### src/hw/rtl/grid_bitmap_find_next_set_macros.svh
`ifndef GRID_BITMAP_FIND_NEXT_SET_MACROS_SVH
`define GRID_BITMAP_FIND_NEXT_SET_MACROS_SVH

// Checks that a condition holds in the same cycle as its antecedent.
`define GBFNS_ASSERT_NOW(lbl, ante, cons, msg) \
    lbl: assert property (@(posedge aclk) disable iff (!aresetn) (ante) |-> (cons)) \
        else $error(msg);

// Checks that a condition holds in the cycle after its antecedent.
`define GBFNS_ASSERT_NEXT(lbl, ante, cons, msg) \
    lbl: assert property (@(posedge aclk) disable iff (!aresetn) (ante) |=> (cons)) \
        else $error(msg);

`endif

### src/hw/rtl/gbfns_pkg.sv
`default_nettype none

package gbfns_pkg;

    localparam int WORD_BITS     = 32;
    localparam int MAX_ROW_WORDS = 4;
    localparam int MAX_ROWS      = 32;
    localparam int DEPTH         = MAX_ROW_WORDS * MAX_ROWS;

    localparam int ADDR_W = $clog2(DEPTH);
    localparam int OFF_W  = $clog2(WORD_BITS);
    localparam int WIR_W  = (MAX_ROW_WORDS > 1) ? $clog2(MAX_ROW_WORDS) : 1;

    // Field and register widths.
    localparam int REQ_W      = 3;
    localparam int COL_W      = 7;
    localparam int ROW_W      = 5;
    localparam int RW_W       = 3;
    localparam int RC_W       = 6;
    localparam int CFG_IDX_W  = 1;
    localparam int CFG_DATA_W = 6;
    localparam int COLW_W     = COL_W - OFF_W;

    localparam logic [CFG_IDX_W-1:0] CFG_ROW_WORDS = 1'b0;
    localparam logic [CFG_IDX_W-1:0] CFG_ROW_COUNT = 1'b1;

    localparam logic [RW_W-1:0] ROW_WORDS_RESET = 3'd2;
    localparam logic [RC_W-1:0] ROW_COUNT_RESET = 6'd25;

    typedef enum logic [REQ_W-1:0] {
        REQ_CLEAR_ALL  = 3'd0,
        REQ_SET_BIT    = 3'd1,
        REQ_CLEAR_BIT  = 3'd2,
        REQ_TEST_BIT   = 3'd3,
        REQ_FIND_NEXT  = 3'd4,
        REQ_FIND_FIRST = 3'd5
    } req_t;

    typedef enum logic [1:0] {
        ST_IDLE,
        ST_RMW,
        ST_SCAN,
        ST_HOLD
    } state_t;

    typedef struct packed {
        logic             hit;
        logic [COL_W-1:0] found_col;
        logic [ROW_W-1:0] found_row;
        logic             at_end;
    } res_t;

endpackage

`default_nettype wire

### src/hw/rtl/gbfns_ram.sv
`default_nettype none

module gbfns_ram #(
    parameter int WIDTH = 32,
    parameter int DEPTH = 128
) (
    input  logic                     aclk,
    input  logic                     we,
    input  logic [$clog2(DEPTH)-1:0] waddr,
    input  logic [WIDTH-1:0]         wdata,
    input  logic [$clog2(DEPTH)-1:0] raddr,
    output logic [WIDTH-1:0]         rdata
);

    logic [WIDTH-1:0] mem [DEPTH];
    logic [WIDTH-1:0] rdata_reg;

    always_ff @(posedge aclk) begin
        if (we) begin
            mem[waddr] <= wdata;
        end
        rdata_reg <= mem[raddr];
    end

    assign rdata = rdata_reg;

endmodule

`default_nettype wire

### src/hw/rtl/grid_bitmap_find_next_set.sv
// Set, clear and test read the word when accepted, then write it or answer in ST_RMW.
// Clear all, unused requests and positions outside the map finish in the accept cycle.
// A find reads one word at a time, up to row_count * row_words words, as the bitmap
// memory has a single read port. The result is registered.
// Reset restores row_words to 2 and row_count to 25 and clears every word's valid flag
// at once; a word whose flag is clear reads as zero, so no clearing sweep is needed.
`default_nettype none
`include "grid_bitmap_find_next_set_macros.svh"

module grid_bitmap_find_next_set (
    input  logic                             aclk,
    input  logic                             aresetn,
    input  logic                             cfg_we,
    input  logic [gbfns_pkg::CFG_IDX_W-1:0]  cfg_index,
    input  logic [gbfns_pkg::CFG_DATA_W-1:0] cfg_data,
    input  logic                             s_valid,
    output logic                             s_ready,
    input  logic [gbfns_pkg::REQ_W-1:0]      s_req_type,
    input  logic [gbfns_pkg::COL_W-1:0]      s_col,
    input  logic [gbfns_pkg::ROW_W-1:0]      s_row,
    output logic                             m_valid,
    input  logic                             m_ready,
    output logic                             m_hit,
    output logic [gbfns_pkg::COL_W-1:0]      m_found_col,
    output logic [gbfns_pkg::ROW_W-1:0]      m_found_row,
    output logic                             m_at_end
);

    import gbfns_pkg::*;

    function automatic logic [ADDR_W-1:0] word_addr(
        input logic [ROW_W-1:0] r,
        input logic [WIR_W-1:0] w,
        input logic [RW_W-1:0]  rw
    );
        localparam int PROD_W = ROW_W + RW_W + 1;
        logic [PROD_W-1:0] p;
        p = PROD_W'(r) * PROD_W'(rw) + PROD_W'(w);
        return ADDR_W'(p);
    endfunction

    function automatic logic [OFF_W-1:0] lowest_set(input logic [WORD_BITS-1:0] w);
        logic [WORD_BITS-1:0] iso;
        logic [OFF_W-1:0]     idx;
        iso = w & (~w + WORD_BITS'(1));
        idx = '0;
        for (int i = 0; i < WORD_BITS; i++) begin
            if (iso[i]) begin
                idx = idx | OFF_W'(i);
            end
        end
        return idx;
    endfunction

    state_t state_reg, state_next;

    logic [RW_W-1:0]   row_words_reg;
    logic [RC_W-1:0]   row_count_reg;
    logic [RW_W-1:0]   eff_rw;
    logic [RC_W-1:0]   eff_rc;
    logic [WIR_W-1:0]  rw_m1;

    logic [DEPTH-1:0]  vld_reg, vld_next;
    logic              vld_q_reg;
    logic [ADDR_W-1:0] addr_reg, addr_next, rd_addr, idle_addr;
    logic [ROW_W-1:0]  cur_row_reg, cur_row_next;
    logic [WIR_W-1:0]  cur_wir_reg, cur_wir_next;
    logic [OFF_W-1:0]  cur_off_reg, cur_off_next;
    logic [REQ_W-1:0]  req_reg, req_next;

    res_t              out_reg, out_next, pend_reg, pend_next, res_now;
    logic              m_valid_reg, m_valid_next;
    logic              out_free, accept, done, go_rmw, go_scan;

    logic              ram_we;
    logic [WORD_BITS-1:0] ram_wdata, ram_rdata, word, bit_mask, masked;

    // Decode of the incoming request.
    logic [COLW_W-1:0] in_wir_raw;
    logic              in_col_ok, in_row_ok;
    logic [WIR_W-1:0]  c_wir, s_wir;
    logic [OFF_W-1:0]  c_off, s_off;
    logic [ROW_W-1:0]  s_row_start;
    logic [RW_W-1:0]   nxt_wir_w;
    logic [RC_W-1:0]   nxt_row_w;
    logic              s_end;
    logic              wir_last, row_last;

    always_comb begin
        if (row_words_reg == '0) begin
            eff_rw = RW_W'(1);
        end else if (row_words_reg > RW_W'(MAX_ROW_WORDS)) begin
            eff_rw = RW_W'(MAX_ROW_WORDS);
        end else begin
            eff_rw = row_words_reg;
        end
        if (row_count_reg == '0) begin
            eff_rc = RC_W'(1);
        end else if (row_count_reg > RC_W'(MAX_ROWS)) begin
            eff_rc = RC_W'(MAX_ROWS);
        end else begin
            eff_rc = row_count_reg;
        end
        rw_m1 = WIR_W'(eff_rw - RW_W'(1));
    end

    assign s_ready  = (state_reg == ST_IDLE);
    assign accept   = s_valid && s_ready;
    assign out_free = !m_valid_reg || m_ready;

    // Start position of a search. A find next resumes one bit past the previous hit,
    // with a column beyond the row taken as the row's last column.
    always_comb begin
        in_wir_raw  = s_col[COL_W-1:OFF_W];
        in_col_ok   = RW_W'(in_wir_raw) < eff_rw;
        in_row_ok   = RC_W'(s_row) < eff_rc;
        c_wir       = in_col_ok ? WIR_W'(in_wir_raw) : rw_m1;
        c_off       = in_col_ok ? s_col[OFF_W-1:0] : '1;
        nxt_wir_w   = RW_W'(c_wir) + RW_W'(1);
        nxt_row_w   = RC_W'(s_row) + RC_W'(1);
        s_row_start = s_row;
        s_wir       = c_wir;
        s_off       = '0;
        s_end       = 1'b0;
        if (req_t'(s_req_type) == REQ_FIND_FIRST) begin
            s_row_start = '0;
            s_wir       = '0;
        end else if (!in_row_ok) begin
            s_end = 1'b1;
        end else if (c_off != '1) begin
            s_off = c_off + OFF_W'(1);
        end else if (nxt_wir_w != eff_rw) begin
            s_wir = WIR_W'(nxt_wir_w);
        end else begin
            s_row_start = ROW_W'(nxt_row_w);
            s_wir       = '0;
            s_end       = (nxt_row_w == eff_rc);
        end
    end

    always_comb begin
        if (s_req_type inside {REQ_FIND_NEXT, REQ_FIND_FIRST}) begin
            idle_addr = word_addr(s_row_start, s_wir, eff_rw);
        end else begin
            idle_addr = word_addr(s_row, WIR_W'(in_wir_raw), eff_rw);
        end
    end

    assign rd_addr = (state_reg == ST_IDLE) ? idle_addr : addr_reg + ADDR_W'(1);

    gbfns_ram #(
        .WIDTH(WORD_BITS),
        .DEPTH(DEPTH)
    ) u_bitmap (
        .aclk (aclk),
        .we   (ram_we),
        .waddr(addr_reg),
        .wdata(ram_wdata),
        .raddr(rd_addr),
        .rdata(ram_rdata)
    );

    // A word never written since the last clear reads as zero.
    assign word     = vld_q_reg ? ram_rdata : '0;
    assign bit_mask = WORD_BITS'(1) << cur_off_reg;
    assign masked   = word & ({WORD_BITS{1'b1}} << cur_off_reg);
    assign wir_last = (RW_W'(cur_wir_reg) + RW_W'(1)) == eff_rw;
    assign row_last = (RC_W'(cur_row_reg) + RC_W'(1)) == eff_rc;

    // Datapath and control outputs.
    always_comb begin
        vld_next     = vld_reg;
        addr_next    = addr_reg;
        cur_row_next = cur_row_reg;
        cur_wir_next = cur_wir_reg;
        cur_off_next = cur_off_reg;
        req_next     = req_reg;
        ram_we       = 1'b0;
        ram_wdata    = word;
        res_now      = '0;
        done         = 1'b0;
        go_rmw       = 1'b0;
        go_scan      = 1'b0;
        case (state_reg)
            ST_IDLE: begin
                if (accept) begin
                    req_next  = s_req_type;
                    addr_next = idle_addr;
                    case (req_t'(s_req_type))
                        REQ_CLEAR_ALL: begin
                            vld_next = '0;
                            done     = 1'b1;
                        end
                        REQ_SET_BIT, REQ_CLEAR_BIT, REQ_TEST_BIT: begin
                            cur_off_next = s_col[OFF_W-1:0];
                            if (in_col_ok && in_row_ok) begin
                                go_rmw = 1'b1;
                            end else begin
                                done = 1'b1;
                            end
                        end
                        REQ_FIND_NEXT, REQ_FIND_FIRST: begin
                            cur_row_next = s_row_start;
                            cur_wir_next = s_wir;
                            cur_off_next = s_off;
                            if (s_end) begin
                                res_now.at_end = 1'b1;
                                done           = 1'b1;
                            end else begin
                                go_scan = 1'b1;
                            end
                        end
                        default: begin
                            done = 1'b1;
                        end
                    endcase
                end
            end
            ST_RMW: begin
                done = 1'b1;
                case (req_t'(req_reg))
                    REQ_SET_BIT: begin
                        ram_we             = 1'b1;
                        ram_wdata          = word | bit_mask;
                        vld_next[addr_reg] = 1'b1;
                    end
                    REQ_CLEAR_BIT: begin
                        ram_we             = 1'b1;
                        ram_wdata          = word & ~bit_mask;
                        vld_next[addr_reg] = 1'b1;
                    end
                    default: begin
                        res_now.hit = |(word & bit_mask);
                    end
                endcase
            end
            ST_SCAN: begin
                if (|masked) begin
                    done              = 1'b1;
                    res_now.hit       = 1'b1;
                    res_now.found_col = COL_W'({cur_wir_reg, lowest_set(masked)});
                    res_now.found_row = cur_row_reg;
                end else if (wir_last && row_last) begin
                    done           = 1'b1;
                    res_now.at_end = 1'b1;
                end else begin
                    addr_next    = addr_reg + ADDR_W'(1);
                    cur_off_next = '0;
                    if (wir_last) begin
                        cur_wir_next = '0;
                        cur_row_next = cur_row_reg + ROW_W'(1);
                    end else begin
                        cur_wir_next = cur_wir_reg + WIR_W'(1);
                    end
                end
            end
            default: begin
            end
        endcase
    end

    // Next state.
    always_comb begin
        state_next = state_reg;
        case (state_reg)
            ST_IDLE: begin
                if (go_rmw) begin
                    state_next = ST_RMW;
                end else if (go_scan) begin
                    state_next = ST_SCAN;
                end else if (done && !out_free) begin
                    state_next = ST_HOLD;
                end
            end
            ST_RMW, ST_SCAN: begin
                if (done) begin
                    state_next = out_free ? ST_IDLE : ST_HOLD;
                end
            end
            ST_HOLD: begin
                if (out_free) begin
                    state_next = ST_IDLE;
                end
            end
            default: begin
                state_next = ST_IDLE;
            end
        endcase
    end

    // Result register, with a holding slot while the previous result is still waiting.
    always_comb begin
        out_next     = out_reg;
        pend_next    = pend_reg;
        m_valid_next = m_valid_reg && !m_ready;
        if (state_reg == ST_HOLD && out_free) begin
            out_next     = pend_reg;
            m_valid_next = 1'b1;
        end else if (done && out_free) begin
            out_next     = res_now;
            m_valid_next = 1'b1;
        end else if (done) begin
            pend_next = res_now;
        end
    end

    always_ff @(posedge aclk) begin
        if (!aresetn) begin
            state_reg     <= ST_IDLE;
            m_valid_reg   <= 1'b0;
            vld_reg       <= '0;
            row_words_reg <= ROW_WORDS_RESET;
            row_count_reg <= ROW_COUNT_RESET;
        end else begin
            state_reg   <= state_next;
            m_valid_reg <= m_valid_next;
            vld_reg     <= vld_next;
            if (cfg_we) begin
                case (cfg_index)
                    CFG_ROW_WORDS: row_words_reg <= cfg_data[RW_W-1:0];
                    CFG_ROW_COUNT: row_count_reg <= cfg_data[RC_W-1:0];
                    default: begin
                    end
                endcase
            end
        end
    end

    always_ff @(posedge aclk) begin
        vld_q_reg   <= vld_reg[rd_addr];
        addr_reg    <= addr_next;
        cur_row_reg <= cur_row_next;
        cur_wir_reg <= cur_wir_next;
        cur_off_reg <= cur_off_next;
        req_reg     <= req_next;
        out_reg     <= out_next;
        pend_reg    <= pend_next;
    end

    assign m_valid     = m_valid_reg;
    assign m_hit       = out_reg.hit;
    assign m_found_col = out_reg.found_col;
    assign m_found_row = out_reg.found_row;
    assign m_at_end    = out_reg.at_end;

    `GBFNS_ASSERT_NOW(a_write_only_in_rmw, ram_we, state_reg == ST_RMW, "bitmap written outside read-modify-write")
    `GBFNS_ASSERT_NOW(a_hit_xor_end, m_valid_reg, !(out_reg.hit && out_reg.at_end), "result has both hit and end")
    `GBFNS_ASSERT_NOW(a_end_zero_pos, m_valid_reg && out_reg.at_end, out_reg.found_col == '0 && out_reg.found_row == '0, "end result carries a position")
    `GBFNS_ASSERT_NOW(a_found_row_in_map, m_valid_reg && out_reg.hit && (req_t'(req_reg) != REQ_TEST_BIT), RC_W'(out_reg.found_row) < eff_rc, "found row outside the map")
    `GBFNS_ASSERT_NEXT(a_clear_all, accept && req_t'(s_req_type) == REQ_CLEAR_ALL, vld_reg == '0, "clear all left a valid word")

endmodule

`default_nettype wire

### config.mk
export PLATFORM = sky130hd
export DESIGN_NAME = grid_bitmap_find_next_set
export DESIGN_NICKNAME = d
export VERILOG_FILES = /design/src/hw/rtl/gbfns_pkg.sv /design/src/hw/rtl/gbfns_ram.sv /design/src/hw/rtl/grid_bitmap_find_next_set.sv
export VERILOG_INCLUDE_DIRS = /design/src /design/src/hw/rtl
export SDC_FILE = /design/constraint.sdc
export NUM_CORES = 2
export LEC_CHECK = 0
export BUFFER_PORTS_ARGS = -buffer_cell sky130_fd_sc_hd__buf_2
export CAP_MARGIN = 0
export CELL_PAD_IN_SITES_DETAIL_PLACEMENT = 1
export CELL_PAD_IN_SITES_GLOBAL_PLACEMENT = 1
export CORE_MARGIN = 2
export CORE_UTILIZATION = 40
export DETAILED_ROUTE_END_ITERATION = 8
export PLACE_DENSITY_LB_ADDON = 0.1
export SETUP_SLACK_MARGIN = 0.3
export SLEW_MARGIN = 10
export SYNTH_ARGS = -nofsm -noshare
export SYNTH_HDL_FRONTEND = slang
export SYNTH_SLANG_ARGS = --single-unit
### constraint.sdc
create_clock -name aclk -period 8.2 [get_ports aclk]
set_input_delay 0 -clock aclk [delete_from_list [all_inputs] [get_ports aclk]]
set_output_delay 0 -clock aclk [all_outputs]
set_load 0.05 [all_outputs]
==> summary.md <==
| Metric | Value |
|---|---|
| Status | finished clean |
| Simple-gate share of the synthesized area | 0.0773 |
| Max clock buf depth | 4 |
| Synth area leader | edfxtp_1 |
| Iteration-0 DRC Markers | 11700 |
| Internal power | 50.3 mW |
| Share of cells above drive strength 1 | 0.157 |
| Ranking of synthesized cells by area | edfxtp_1 73%, nand2_1 4.5%, mux2i_1 4.1% |
| Synthesis warning total | 0 |
| CP max stage cell | a21oi_1 |
| RD Place Congestion | 0.877 |
| Row count | 240 |
| Main synth FF type | edfxtp_1 |
| Synth Net Count | 11300 |
| DRC | 0 |
| Die width | 659 µm |
| Final Max Slew Viols | 0 |
| Psw | 36.3 mW |
| CTS sink count | 4319 |
| EDFF count, synth | 4146 |
| Largest family of logic cells by synthesized area | compound AO/OA/AOI/OAI gates |
| CTS root buf | clkbuf_16 |
| Vias | 107000 |
| Drt pass-1 iters | 6 |
| Final period util | 0.942 |
| Worst EP required | 9.15 ns |
| Clk_skew | 0.0656 ns |
| Sequential Power Share | 0.309 |
| Slew headroom | 0.149 |
| Final Worst Setup Slack | 0.478 ns |
| Die outline area | 434000 µm² |
| Gr ovfl total | 0 |
| Ys async rst share | 0 |
| Synth Area in Compound Gates | 0.0829 |
| Adder-cell share of the synthesized area | 0.00400 |
| Peak VDD IR | 0.362 mV |
| HPWL Detailed | 362 mm |
| Synth Area in XOR/XNOR | 0.00172 |
| Routed Antenna Nets | 0 |
| Register area share after synthesis | 0.746 |
| Worst R2R Setup Slack | 0.48 ns |
| Port bufs | 42 |
| Min-delay worst type | in2reg |
| Most common cell in the netlist | edfxtp_1 |
| Crit. End Element | register |
| Min Clock Period, post-route | 7.72 ns |
| Global-route wire length before repair | 846 mm |
| Combinational power share | 0.451 |
| Final Hold Vio Count | 0 |
| Startpoint types | register |
| CTS tree | built |
| Synth top area share | 0.726 |
| Leak | 66.9 nW |
| Synthesized area | 172000 µm² |
| Maxcap violations | 0 |
| Mean Syn Cell Area | 15.2 µm² |
| Worst setup path class | reg2reg |
| Arr. time, crit path | 8.68 ns |
| Total Routed Length | 606 mm |
| CTS buffer count | 464 |
| Utilization after layout | 0.468 |
| Net Sw Frac | 0.419 |
| Worst-Skew Late Latency | 1.03 ns |
| Io pins | 43 |
| GRT Overall Usage | 0.273 |
| Pre-CTS setup slack | -0.0919 ns |
| Syn Inst Count | 11300 |
| Critical Path Max Stage Delay | 0.63 ns |
| CP max FO | 33 |
| Core area | 427000 µm² |
| Drt via density | 5.94 |
| Antenna violations before repair | 40 |
| Post-synth top cells | 4146 x edfxtp_1, 2076 x nand2_1, 706 x mux2i_1, 663 x a21oi_1, 425 x nor2_1 |
| Max reg flops | 4096 |
| Die Y | 659 µm |
| RSZ-0062 raised after global routing | yes |
| Largest net degree at the start of global routing | 105 |
| Most frequent CP cell | ha_1 |
| Vias in the first global route | 109000 |
| Mux contribution to synthesized area | 0.0679 |
| Endpoints failing setup | 0 |
| Unique masters post-synth | 103 |
| Pwr dens | 433 nW/µm² |
| H-tree depth | 5 |
| NumNets Final | 11900 |
| Routed wire length per instance | 33.8 µm |
| Yosys reg bits | 4319 |
| Area Growth Syn to Fin | 16.5% |
| Clk pwr share | 0.240 |
| Fmax | 0.130 GHz |
| Initial core utilization | 0.401 |
| Worst Max-Slew Pin Slew | 1.28 ns |
| Clock slew at reported path FFs | 0.06 ns |
==> path summary, 6_finish.rpt <==
kind	cells past startpoint	start	endpoint
setup / recovery	28	row_words_reg[2]	u_bitmap.rdata[18]
hold / removal	4	aresetn	vld_reg[52]
setup reg to reg	28	row_words_reg[2]	u_bitmap.rdata[18]
hold reg to reg	2	vld_reg[25]	vld_reg[25]
==> placed cells by master, fill, tap and decap left out, types with 173 or more instances in the layout <==
master	synthesis	final
a21oi_1	663	656
a32oi_1	351	351
buf_4	41	596
clkbuf_16	0	473
dfxtp_1	173	173
edfxtp_1	4146	4146
mux2i_1	706	705
mux4_2	195	195
nand2_1	2076	2072
nand3_1	321	315
nor2_1	425	278
==> stage by stage <==
step	instance area [µm²]	cells	hold slack [ns]	setup TNS, ns	total power, mW
3_5_place_dp	184000	17000	0.252	-0.0919	65.7
4_1_cts	200000	17900	0.0149	0	86.6
5_1_grt	200000	17900	0.132	0	89.4
6_report	200000	17900	0.114	0	86.6
2_1_floorplan	172000	11300	0.0619	0	46.3
3_3_place_gp	184000	17000	0.243	-0.247	65.2
==> cell type report <==
cell class	instances	area, µm²
Multi-Input combinational cell	6178	42100
Timing Repair Buffer	830	7700
Antenna cell	14	35.0
Clock buffer	581	12400
Tap cell	5687	7120
Clock inverter	283	2550
Sequential cell	4319	128000
Inverter	34	128
Fill cell	41100	227000
==> critical path: cells and delay by family, from the launching register on <==
family	cells	cell delay [ns]
DFF	1	0.34
AOI/OAI and AO/OA	10	2.69
and+or+nand+nor	8	1.91
xor gates and xnor gates	1	0.09
adders and majority gates	6	1.91
buffers and inverters	3	0.65
==> per-layer routing <==
metal | vias to the layer above | global-route usage | routed length (µm)
met5 | - | 0 | 73
met4 | 10 | 0.0917 | 23300
met3 | 872 | 0.0419 | 40900
met2 | 3697 | 0.447 | 287000
met1 | 57000 | 0.373 | 254000
li1 | 45000 | - | -
==> logic make-up after synthesis <==
family / count (synthesis)
muxes: 917
adders and majority gates: 50
DFF: 4319
and+or+nand+nor: 3169
xor gates and xnor gates: 29
buffers and inverters: 768
AOI/OAI and AO/OA: 2012
==> repair_timing <==
| action | 4_1_cts | 5_1_grt |
|---|---|---|
| hold endpoints to repair | 109 | 0 |
| resized for setup | 16 | 47 |
| hold buffers | 77 | 0 |
| setup endpoints to repair | 22 | 33 |
| pin swaps | 1 | 9 |
| buffers inserted | 0 | 9 |
| cloned | 0 | 2 |
==> power by group through the flow <==
stage / Combinational (mW) / Sequential, mW / Clock (mW)
after floorplan: 18.6 / 27.7 / 0
after global placement: 38.0 / 27.2 / 0
after detailed placement: 38.5 / 27.2 / 0
after CTS: 38.7 / 26.7 / 21.1
after global routing: 40.7 / 26.7 / 21.9
final: 39.1 / 26.8 / 20.7
Note: power is estimated with default switching activity, not from simulation.
